--- src/rtl/irr_pkg.sv ---
`timescale 1ns / 1ps
// ============================================================================
// irr_pkg: shared types for the interval room reservation block
// Request and result payloads, plus the command and status groups that
// connect the controller to the datapath.
// ============================================================================
package irr_pkg;

  localparam int TIME_W     = 16;
  localparam int ROOM_IDX_W = 2;
  localparam int CFG_W      = 3;

  localparam logic [CFG_W-1:0] ROOMS_IN_USE_RESET = 3'd4;

  typedef struct packed {
    logic [TIME_W-1:0] start_time;
    logic [TIME_W-1:0] end_time;
  } request_t;

  typedef struct packed {
    logic                  granted;
    logic [ROOM_IDX_W-1:0] room_index;
  } result_t;

  // Commands from the controller to the datapath.
  typedef struct packed {
    logic load;       // capture the request and start at room zero
    logic room_next;  // move on to the next room
    logic issue;      // read the next stored interval of the room
    logic grant;      // store the request in the room and record a grant
    logic deny;       // record a refusal
    logic out_load;   // move the recorded result into the output register
  } ctrl_cmd_t;

  // Status from the datapath to the controller.
  typedef struct packed {
    logic room_in_limit;  // current room is one of the rooms searched
    logic room_full;      // current room has no free entry
    logic scan_more;      // stored intervals of this room remain to be read
    logic pending;        // read data waits to be compared
    logic hit;            // the read interval overlaps the request
  } ctrl_status_t;

endpackage

--- src/rtl/irr_dpath.sv ---
`timescale 1ns / 1ps
// ============================================================================
// irr_dpath: interval table, fill counters and overlap compare
// Holds the stored intervals in one memory, a fill count per room and the
// result register. Intervals are never removed, so a room's valid entries
// always form a prefix and the fill count tells which are valid.
// ============================================================================
module irr_dpath #(
  parameter int ROOMS          = 4,
  parameter int SLOTS_PER_ROOM = 16
) (
  input  logic                        clk,
  input  logic                        rst,
  input  logic                        cfg_we,
  input  logic [irr_pkg::CFG_W-1:0]   cfg_wdata,
  input  irr_pkg::request_t           request,
  input  irr_pkg::ctrl_cmd_t          cmd,
  output irr_pkg::ctrl_status_t       status,
  output irr_pkg::result_t            result
);

  localparam int TOTAL   = ROOMS * SLOTS_PER_ROOM;
  localparam int ADDR_W  = (TOTAL > 1) ? $clog2(TOTAL) : 1;
  localparam int ROOM_CW = $clog2(ROOMS + 1);
  localparam int ROOM_IW = (ROOMS > 1) ? $clog2(ROOMS) : 1;
  localparam int FILL_W  = $clog2(SLOTS_PER_ROOM + 1);
  localparam int CMP_W   = (ROOM_CW > irr_pkg::CFG_W) ? ROOM_CW : irr_pkg::CFG_W;

  logic [irr_pkg::CFG_W-1:0] rooms_in_use;
  irr_pkg::request_t         req_q;
  logic [ROOM_CW-1:0]        room_cnt;
  logic [ADDR_W-1:0]         base;
  logic [FILL_W-1:0]         slot_cnt;
  logic                      pending;
  logic [FILL_W-1:0]         fill [ROOMS];
  irr_pkg::request_t         mem [TOTAL];
  irr_pkg::request_t         rd_data;
  irr_pkg::result_t          res_q;

  logic [ROOM_IW-1:0]        room_idx;
  logic [FILL_W-1:0]         fill_cur;
  logic [ADDR_W-1:0]         rd_addr;
  logic [ADDR_W-1:0]         wr_addr;

  assign room_idx = room_cnt[ROOM_IW-1:0];
  assign fill_cur = fill[room_idx];
  assign rd_addr  = base + ADDR_W'(slot_cnt);
  assign wr_addr  = base + ADDR_W'(fill_cur);

  always_comb begin
    status.room_in_limit = (CMP_W'(room_cnt) < CMP_W'(rooms_in_use)) &&
                           (room_cnt < ROOM_CW'(ROOMS));
    status.room_full     = (fill_cur == FILL_W'(SLOTS_PER_ROOM));
    status.scan_more     = (slot_cnt < fill_cur);
    status.pending       = pending;
    status.hit           = pending &&
                           (rd_data.start_time < req_q.end_time) &&
                           (req_q.start_time < rd_data.end_time);
  end

  always_ff @(posedge clk) begin
    if (rst) begin
      rooms_in_use <= irr_pkg::ROOMS_IN_USE_RESET;
    end else if (cfg_we) begin
      rooms_in_use <= cfg_wdata;
    end
  end

  always_ff @(posedge clk) begin
    if (rst) begin
      pending <= 1'b0;
      for (int r = 0; r < ROOMS; r++) begin
        fill[r] <= '0;
      end
    end else begin
      if (cmd.load || cmd.room_next) begin
        pending <= 1'b0;
      end else begin
        pending <= cmd.issue;
      end
      if (cmd.grant) begin
        fill[room_idx] <= fill_cur + FILL_W'(1);
      end
    end
  end

  always_ff @(posedge clk) begin
    if (cmd.load) begin
      req_q    <= request;
      room_cnt <= '0;
      base     <= '0;
      slot_cnt <= '0;
    end else if (cmd.room_next) begin
      room_cnt <= room_cnt + ROOM_CW'(1);
      base     <= base + ADDR_W'(SLOTS_PER_ROOM);
      slot_cnt <= '0;
    end else if (cmd.issue) begin
      slot_cnt <= slot_cnt + FILL_W'(1);
    end
  end

  always_ff @(posedge clk) begin
    if (cmd.issue) begin
      rd_data <= mem[rd_addr];
    end
    if (cmd.grant) begin
      mem[wr_addr] <= req_q;
    end
  end

  always_ff @(posedge clk) begin
    if (cmd.grant) begin
      res_q.granted    <= 1'b1;
      res_q.room_index <= irr_pkg::ROOM_IDX_W'(room_cnt);
    end else if (cmd.deny) begin
      res_q.granted    <= 1'b0;
      res_q.room_index <= '0;
    end
    if (cmd.out_load) begin
      result <= res_q;
    end
  end

endmodule

--- src/rtl/irr_ctrl.sv ---
`timescale 1ns / 1ps
// ============================================================================
// irr_ctrl: request sequencer
// Walks the rooms one at a time, streams each room's stored intervals
// through the compare and hands the outcome to the output register.
// ============================================================================
module irr_ctrl (
  input  logic                  clk,
  input  logic                  rst,
  input  logic                  request_valid,
  output logic                  request_ready,
  output logic                  result_valid,
  input  logic                  result_ready,
  output irr_pkg::ctrl_cmd_t    cmd,
  input  irr_pkg::ctrl_status_t status
);

  typedef enum logic [3:0] {
    S_IDLE = 4'b0001,
    S_ROOM = 4'b0010,
    S_SCAN = 4'b0100,
    S_DONE = 4'b1000
  } state_t;

  state_t state;
  state_t state_next;

  assign request_ready = (state == S_IDLE);

  always_comb begin
    cmd        = '0;
    state_next = state;
    unique case (state)
      S_IDLE: begin
        if (request_valid) begin
          cmd.load   = 1'b1;
          state_next = S_ROOM;
        end
      end
      S_ROOM: begin
        if (!status.room_in_limit) begin
          cmd.deny   = 1'b1;
          state_next = S_DONE;
        end else if (status.room_full) begin
          cmd.room_next = 1'b1;
        end else begin
          state_next = S_SCAN;
        end
      end
      S_SCAN: begin
        if (status.hit) begin
          cmd.room_next = 1'b1;
          state_next    = S_ROOM;
        end else if (!status.scan_more && !status.pending) begin
          cmd.grant  = 1'b1;
          state_next = S_DONE;
        end else begin
          cmd.issue = status.scan_more;
        end
      end
      S_DONE: begin
        if (!result_valid || result_ready) begin
          cmd.out_load = 1'b1;
          state_next   = S_IDLE;
        end
      end
      default: begin
        state_next = S_IDLE;
      end
    endcase
  end

  always_ff @(posedge clk) begin
    if (rst) begin
      state        <= S_IDLE;
      result_valid <= 1'b0;
    end else begin
      state <= state_next;
      if (cmd.out_load) begin
        result_valid <= 1'b1;
      end else if (result_ready) begin
        result_valid <= 1'b0;
      end
    end
  end

endmodule

--- src/rtl/interval_room_reservation.sv ---
`timescale 1ns / 1ps
// ============================================================================
// interval_room_reservation: first-fit meeting room reservation
// Grants a half-open time interval to the lowest room where it fits.
// ============================================================================
// Each request asks for the interval [start_time, end_time). Rooms are tried
// from room zero up to the number of rooms in use (the rooms_in_use register,
// written through cfg_wdata, reset value 4, capped at ROOMS; zero denies every
// request). A room takes
// the request when it has a free entry and none of its stored intervals
// overlaps it, where a stored (s, e) overlaps when s < end_time and
// start_time < e. The request is stored in that room and the result reports
// granted with the room number; otherwise granted and room_index are zero.
// An empty or inverted interval goes through the same compare and, when
// granted, is stored like any other. A request holds the block while it is
// taken, while its rooms are searched and while its result is loaded: full
// rooms are skipped, each scanned room has its stored intervals read in
// turn, and the search ends at the first room that takes the request or at
// the end of the searched rooms. Reading stops at the first overlap. Loading
// the result also waits while the previous result still sits in the output
// register. Stored intervals are read through the single read port of the
// interval memory, which delivers one stored interval per cycle.
// One request is worked on at a time; a finished result sits in the output
// register, so a new request is taken while the previous result waits.
// After reset the table is empty and no clearing pass is needed; the
// register may only be written while no request is in flight.
// ============================================================================
module interval_room_reservation #(
  parameter int ROOMS          = 4,
  parameter int SLOTS_PER_ROOM = 16
) (
  input  logic                      clk,
  input  logic                      rst,
  input  logic                      cfg_we,
  input  logic [irr_pkg::CFG_W-1:0] cfg_wdata,
  input  logic                      request_valid,
  output logic                      request_ready,
  input  irr_pkg::request_t         request,
  output logic                      result_valid,
  input  logic                      result_ready,
  output irr_pkg::result_t          result
);

  irr_pkg::ctrl_cmd_t    cmd;
  irr_pkg::ctrl_status_t status;

  // The controller sequences rooms and entries; it never sees payload data.
  irr_ctrl u_ctrl (
    .clk           (clk),
    .rst           (rst),
    .request_valid (request_valid),
    .request_ready (request_ready),
    .result_valid  (result_valid),
    .result_ready  (result_ready),
    .cmd           (cmd),
    .status        (status)
  );

  // The datapath owns the interval memory, the per-room fill counts, the
  // room-count register and the output payload register.
  irr_dpath #(
    .ROOMS          (ROOMS),
    .SLOTS_PER_ROOM (SLOTS_PER_ROOM)
  ) u_dpath (
    .clk       (clk),
    .rst       (rst),
    .cfg_we    (cfg_we),
    .cfg_wdata (cfg_wdata),
    .request   (request),
    .cmd       (cmd),
    .status    (status),
    .result    (result)
  );

endmodule

--- config.mk ---
export PLATFORM = sky130hd
export DESIGN_NAME = interval_room_reservation
export DESIGN_NICKNAME = d
export VERILOG_FILES = /design/src/rtl/irr_pkg.sv /design/src/rtl/irr_dpath.sv /design/src/rtl/irr_ctrl.sv /design/src/rtl/interval_room_reservation.sv
export SDC_FILE = /design/constraint.sdc
export NUM_CORES = 2
export LEC_CHECK = 0
export BUFFER_PORTS_ARGS = -buffer_cell sky130_fd_sc_hd__buf_2
export CORE_MARGIN = 3
export CORE_UTILIZATION = 40
export CTS_BUF_LIST = sky130_fd_sc_hd__clkbuf_4 sky130_fd_sc_hd__clkbuf_8 sky130_fd_sc_hd__clkbuf_16
export DETAILED_ROUTE_END_ITERATION = 10
export GPL_ROUTABILITY_DRIVEN = 0
export PLACE_DENSITY = 0.59
export SYNTH_ARGS = -nofsm -noshare
export SYNTH_HDL_FRONTEND = slang
export SYNTH_SLANG_ARGS = --single-unit
--- constraint.sdc ---
create_clock -name clk -period 10.1 [get_ports clk]
set_clock_uncertainty 0.2 [all_clocks]
set_input_delay 1.515 -clock clk [delete_from_list [all_inputs] [get_ports clk]]
set_output_delay 1.515 -clock clk [all_outputs]
set_load 0.01 [all_outputs]
Word level (Yosys, flattened, before mapping)
Memory sizes are Yosys's and may differ from the RTL's. A register that Yosys moved wholly into a read port is not among the register bits.
Index checks and enable logic that the tools add are counted.
- mux-type cells: 36
- order comparisons: 5
- equal/unequal tests: 9
- reductions and logical operators: 15
- add/subtract/negate cells: 6
- operators by type and width (cell ; count):
    16-bit < comparator ; 2
    4-bit two-way mux ; 6
    1-bit two-way mux ; 20
    4-bit one-hot mux with 4 select lines ; 1
    2-bit two-way mux ; 7
    6-bit by 5-bit adder with 6-bit output ; 2
    5-bit by 1-bit adder with 5-bit output (second input constant) ; 2
    6-bit by 5-bit adder with 6-bit output (second input constant) ; 1
    5-bit equality test (second input constant) ; 1
    5-bit < comparator ; 1
    5-bit two-way mux ; 1
    5-bit OR reduction ; 1
    4-bit by 1-bit equality test with 1-bit output (second input constant) ; 1
    4-bit by 2-bit equality test with 1-bit output (second input constant) ; 1
    4-bit by 3-bit equality test with 1-bit output (second input constant) ; 1
    4-bit equality test (second input constant) ; 1
    1-bit logical AND ; 4
    4-bit AND reduction ; 1
    2-bit nonzero test ; 2
    2-bit OR reduction ; 2
    3-bit by 1-bit adder with 3-bit output (second input constant) ; 1
    1-bit zero test ; 3
    3-bit < comparator ; 1
    3-bit < comparator (second input constant) ; 1
    other kinds (6) ; 7
- logic and storage cells: 86
- bits in writable memories: 2068
- bits in registers: 61
- output and inout bits: 5
- memories kept: 2
- input port bits: 40
- memories (name ; words ; bits a word ; read ports ; clocked after Yosys merged registers in ; write ports ; RTL line ; text):
    u_dpath.mem ; 64 ; 32 ; 1 ; 1 ; 1 ; irr_dpath.sv:36 ; irr_pkg::request_t mem [TOTAL];
    u_dpath.fill ; 4 ; 5 ; 1 ; 1 ; 4 ; irr_dpath.sv:35 ; logic [FILL_W-1:0] fill [ROOMS];

Depth between registers and ports, before layout
- word-level depth: 11
- mapped depth: 12
- depth with buffers taken out: 10

By module
From an unflattened synthesis, not the netlist that was laid out.
- cell total of the unflattened synthesis: 3701
- area total of the unflattened synthesis: 83067.2 um2
- by module, submodules not included (module ; seq. area each (um2) ; area an instance (um2) ; cells an instance ; instances):
    irr_dpath ; 64511.9 ; 82733.1 ; 3664 ; 1
    irr_ctrl ; 100.1 ; 334.1 ; 37 ; 1

Worst setup path after synthesis
OpenSTA, ideal clock, no wires.
- path type: register -> register
- start point: reg (tool-made name)
- end point: mem u_dpath.mem[16][0] in the netlist's numbering (enable)
- required time: 9.479 ns
- buffers on the path: 1
- arrival: 3.723 ns
- setup slack: 5.755 ns
- stages on the path, launching flop included: 12
- setup time: 0.421 ns
- clock period less this slack: 4.345 ns
- cell sequence: dfxtp_1 -> buf_6 -> mux4_2 -> inv_1 -> ha_1 -> nand4_1 -> a21oi_2 -> nor3_1 -> or3_4 -> nor2_1 -> nand2_1 -> nor2_1
- RTL lines (item ; RTL line):
    end, declared ; irr_dpath.sv:36

Worst setup path in the final report
- start point: reg u_dpath.slot_cnt[0]
- end point: reg u_dpath.rd_data[24] (netlist name)
- cells in the longest elaborated chain, start to end: 6
- elaborated cells on any way between the ends: 7
- those cells by class: add/sub (1); order compare (1); mux (3); reduce/logical (2)
- ends and longest elaborated chain (item ; RTL line ; text):
    start, declared ; irr_dpath.sv:33 ; logic [FILL_W-1:0] slot_cnt;
    start signal, assigned ; irr_dpath.sv:98 ; slot_cnt <= slot_cnt + FILL_W'(1);
    5-bit < comparator ; irr_dpath.sv:54 ; status.scan_more = (slot_cnt < fill_cur);
    1-bit zero test ; irr_ctrl.sv:54 ; end else if (!status.scan_more && !status.pending) begin
    1-bit logical AND ; irr_ctrl.sv:54 ;
    1-bit two-way mux ; irr_ctrl.sv:54 ;
    2-bit two-way mux ; irr_ctrl.sv:51 ; if (status.hit) begin
    2-bit two-way mux ; irr_ctrl.sv:33 ; unique case (state)
Parallel ways exist; a longest one is shown, timed or not.
A chain may end at the register's enable or synchronous reset.

==> run_summary.xml <==
<?xml version="1.0" encoding="UTF-8"?>
<metrics>
  <group name="outcome">
    <metric name="status" unit="">finished, final reports clean</metric>
  </group>
  <group name="detailed_routing">
    <metric name="drtPass1Iterations" unit="">5</metric>
    <metric name="first_iter_violations" unit="">4896</metric>
    <metric name="total_routed_length" unit="um">214000</metric>
    <metric name="number_of_nets_with_antenna_violations_after_detailed_routing" unit="">0</metric>
    <metric name="post_drt_via_cell_ratio" unit="">5.84</metric>
    <metric name="detailroute.via_count" unit="">38000</metric>
    <metric name="remaining_drc_errors" unit="">0</metric>
    <metric name="routedWlPerCell" unit="um">32.9</metric>
  </group>
  <group name="final_layout">
    <metric name="post_route_cells_drive_above_1_share" unit="%">32.2</metric>
    <metric name="fin_nets" unit="">3723</metric>
    <metric name="area_of_the_multi_input_gates" unit="sq um">17500</metric>
    <metric name="highest_count_cells_in_the_layout_ignoring_fill_and_taps" unit="">sky130_fd_sc_hd__edfxtp_1, sky130_fd_sc_hd__mux4_2, sky130_fd_sc_hd__clkbuf_16, sky130_fd_sc_hd__buf_4, sky130_fd_sc_hd__nor2_4</metric>
    <metric name="nFillCells" unit="">16700</metric>
    <metric name="register_area" unit="sq um">64600</metric>
    <metric name="layout_commonest_cell" unit="">sky130_fd_sc_hd__edfxtp_1</metric>
    <metric name="synth_to_layout_area_growth" unit="%">13.7</metric>
  </group>
  <group name="clock_tree">
    <metric name="cts_root_buffer" unit="">sky130_fd_sc_hd__clkbuf_16</metric>
    <metric name="clock_sink_count" unit="">2159</metric>
    <metric name="clk_pin_slew" unit="ps">60</metric>
    <metric name="holdBufCountCts" unit="">0</metric>
    <metric name="ctsResizeCount" unit="">0</metric>
    <metric name="clock_insertion_delay_worst_skew" unit="ps">850</metric>
    <metric name="cts-htree-levels" unit="">4</metric>
    <metric name="ctsLongestPathBuffers" unit="">3</metric>
    <metric name="cts_tree" unit="">built</metric>
    <metric name="tritoncts.num_buffers" unit="">209</metric>
    <metric name="postCtsSetupBuffers" unit="">0</metric>
  </group>
  <group name="critical_path">
    <metric name="worstReg2RegEnd" unit="">u_dpath.rd_data[24]</metric>
    <metric name="crit-reg2reg-launch" unit="">u_dpath.slot_cnt[0]</metric>
    <metric name="path_common_cell" unit="">sky130_fd_sc_hd__buf_4</metric>
    <metric name="critical_path.slowest_cell" unit="">sky130_fd_sc_hd__dfxtp_4</metric>
    <metric name="timing.critical_path.cells" unit="">buf_4 -&gt; buf_4 -&gt; buf_4 -&gt; mux4_2 -&gt; mux4_2 -&gt; a22oi_1 -&gt; nand2_1</metric>
    <metric name="crit_type" unit="">flop to flop</metric>
    <metric name="timing.reg2reg.worst_path_depth" unit="">7</metric>
    <metric name="reg2reg_setup_slack" unit="ps">4950</metric>
    <metric name="critical_path_required_time" unit="ps">10470</metric>
    <metric name="slowest_delay" unit="ps">850</metric>
    <metric name="critical_path_peak_fanout" unit="">41</metric>
    <metric name="crit_arrival" unit="ps">5520</metric>
    <metric name="worstSetupStartpointType" unit="">flop</metric>
    <metric name="setup.worst_path.end_class" unit="">flop</metric>
  </group>
  <group name="global_route">
    <metric name="globalRouteOverflowTotal" unit="">0</metric>
    <metric name="grt_start_max_net_pins" unit="">131</metric>
    <metric name="antenna_found_initial" unit="">12</metric>
    <metric name="global_route_wire_length_before_repair" unit="um">302000</metric>
    <metric name="vias_in_the_first_global_route" unit="">38300</metric>
    <metric name="grt_util_all_layers" unit="%">20.3</metric>
  </group>
  <group name="die">
    <metric name="core.rowCount" unit="">166</metric>
    <metric name="die_area" unit="sq um">212000</metric>
    <metric name="chipWidth" unit="um">460</metric>
    <metric name="io_pins" unit="">45</metric>
    <metric name="initial_core_util" unit="%">40.3</metric>
    <metric name="floorplan_core_area" unit="sq um">205000</metric>
    <metric name="chipHeight" unit="um">460</metric>
  </group>
  <group name="synthesis">
    <metric name="netlist_instances" unit="">3413</metric>
    <metric name="synth.ff_latch_count" unit="">2159</metric>
    <metric name="syn-num-nets" unit="">3495</metric>
    <metric name="avgSynthCellArea" unit="sq um">24.2</metric>
    <metric name="seq_area_frac_synth" unit="%">78.3</metric>
    <metric name="number_of_enable_flip_flop_cells_after_synthesis" unit="">2137</metric>
    <metric name="unique_masters_post_synth" unit="">50</metric>
    <metric name="synthDominantCellAreaShare" unit="%">77.8</metric>
    <metric name="synth.largest_area_cell" unit="">sky130_fd_sc_hd__edfxtp_1</metric>
    <metric name="ys_async_sr_fraction" unit="%">0</metric>
    <metric name="ys_dominant_reg_cell" unit="">sky130_fd_sc_hd__edfxtp_1</metric>
    <metric name="synth_warnings" unit="">0</metric>
    <metric name="synth.cell_area" unit="sq um">82500</metric>
    <metric name="synth.top_cells.by_area" unit="">sky130_fd_sc_hd__edfxtp_1, sky130_fd_sc_hd__mux4_2, sky130_fd_sc_hd__ha_1</metric>
  </group>
  <group name="placed_design">
    <metric name="place.port_buffers" unit="">44</metric>
    <metric name="detailedPlacementHpwl" unit="um">116000</metric>
    <metric name="detailedPlace.worstSlack" unit="ps">4730</metric>
  </group>
  <group name="pwr">
    <metric name="report.power.total" unit="mW">19.5</metric>
    <metric name="static-leakage-power" unit="nW">28.1</metric>
    <metric name="ir_worst_vdd" unit="V">0.000182</metric>
    <metric name="power_per_cell_area" unit="nW/um^2">208</metric>
  </group>
  <group name="sta">
    <metric name="slew-limit-headroom" unit="%">16.1</metric>
    <metric name="grt_setup_unrepaired" unit="">no</metric>
    <metric name="setup_viol" unit="">0</metric>
    <metric name="max_clk_rate" unit="MHz">194</metric>
    <metric name="timing.setup.tns" unit="ps">0</metric>
    <metric name="post-route-worst-setup-slack" unit="ps">4950</metric>
    <metric name="final.period_utilization" unit="%">51.0</metric>
    <metric name="slew_violations" unit="">0</metric>
    <metric name="number_of_endpoints_with_negative_hold_slack_in_the_final_report" unit="">0</metric>
    <metric name="post-route-min-period" unit="ps">5150</metric>
    <metric name="worst_slew_pin_slew" unit="ps">1260</metric>
  </group>
  <group name="hold_path">
    <metric name="worst_hold_startpoint" unit="">u_dpath.res_q[1]</metric>
    <metric name="hold_path_end" unit="">u_dpath.result[1]</metric>
    <metric name="instance_count_along_the_most_critical_hold_path" unit="">0</metric>
    <metric name="holdCritPathClass" unit="">flop to flop</metric>
  </group>
  <group name="job">
    <metric name="cap_violations" unit="">0</metric>
  </group>
</metrics>
## power breakdown
group          switching [mW]  internal [mW]  leakage, nW  total [mW]
combinational            1.02          0.238         5.30        1.26
sequential             0.0393           10.4         19.4        10.5
clock                    3.28           4.44         3.36        7.72
## stage by stage
stage / hold WS [ps] / area [sq um] / util [%] / instances
2_1_floorplan: 200 / 82500 / - / 3413
3_3_place_gp: 213 / 87000 / 42.5 / 6118
3_5_place_dp: 215 / 87000 / 42.5 / 6118
4_1_cts: 229 / 93700 / 45.8 / 6493
5_1_grt: 236 / 93700 / 45.8 / 6493
6_report: 231 / 93700 / 45.8 / 6495
## layout make-up
type,instances,area share (%)
timing repair buffer,180,1.39
inverter,46,0.184
clock inverter,125,1.28
tap,2688,3.59
antenna,2,0.00534
sequential,2159,68.9
multi-input combinational,1045,18.7
clock buffer,250,5.93
## how the worst max path moves through the flow
stage / start / endpoint / slack, ps / cells after the start
2_1_floorplan: flop / u_dpath.mem[16][0] / 5760 / 11
3_3_place_gp: u_dpath.slot_cnt[0] / u_dpath.rd_data[24] / 4750 / 7
3_5_place_dp: u_dpath.slot_cnt[0] / u_dpath.rd_data[24] / 4730 / 7
4_1_cts: u_dpath.slot_cnt[0] / u_dpath.rd_data[24] / 4750 / 7
5_1_grt: u_dpath.slot_cnt[0] / u_dpath.rd_data[24] / 4550 / 7
6_report: u_dpath.slot_cnt[0] / u_dpath.rd_data[24] / 4950 / 7
## flip-flops by register name, indices dropped and copies added, names as in the netlist, named ones only
signal and flops:
u_dpath.mem 2048, u_dpath.rd_data 32, u_dpath.req_q 32, u_dpath.fill 20, u_dpath.slot_cnt 5, u_ctrl.state 4
u_dpath.res_q 3, u_dpath.result 3, u_dpath.room_cnt 3, u_dpath.rooms_in_use 3, u_dpath.base 2, u_ctrl.result_valid 1
u_dpath.pending 1
## synthesized netlist by cell type (all sizes together), types with 2 or more instances
cell	number
nor3	11
nand3	12
a211oi	3
a22oi	64
xnor2	7
nor2	111
a21oi	15
nor4b	3
and2	4
edfxtp	2137
a21o	2
and3	2
mux2i	4
o211ai	3
or3	7
clkbuf	99
or2	2
ha	42
dfxtp	22
nor4	2
xor2	2
o31ai	2
nor2b	3
or4b	2
nand2	63
mux4	645
o21ai	10
nand2b	5
nand4	6
inv	46
buf	64
## logic make-up after synthesis
kind of cell | synth area share [%]
AOI/OAI and AO/OA | 0.959
xor gates and xnor gates | 0.0956
adders and majority gates | 0.637
buffers and inverters | 1.03
DFF | 78.3
muxes | 17.7
and+or+nand+nor | 1.27
## metal layers
metal / share of wire (%) / vias to the layer above / global-route usage (%)
met5: 0.0065 / - / 0
met4: 3.4 / 2 / 6.98
met1: 41 / 20900 / 28.9
met3: 8.0 / 276 / 3.71
met2: 47 / 1662 / 31.7
li1: - / 15200 / -
## critical path, delay by kind of cell (launching register included)
family                 cells  cell delay (ps)
buffers and inverters      3             2020
AOI/OAI and AO/OA          1              540
muxes                      2             1110
DFF                        1              850
and+or+nand+nor            1               90
(Power assumes the default switching activity.)
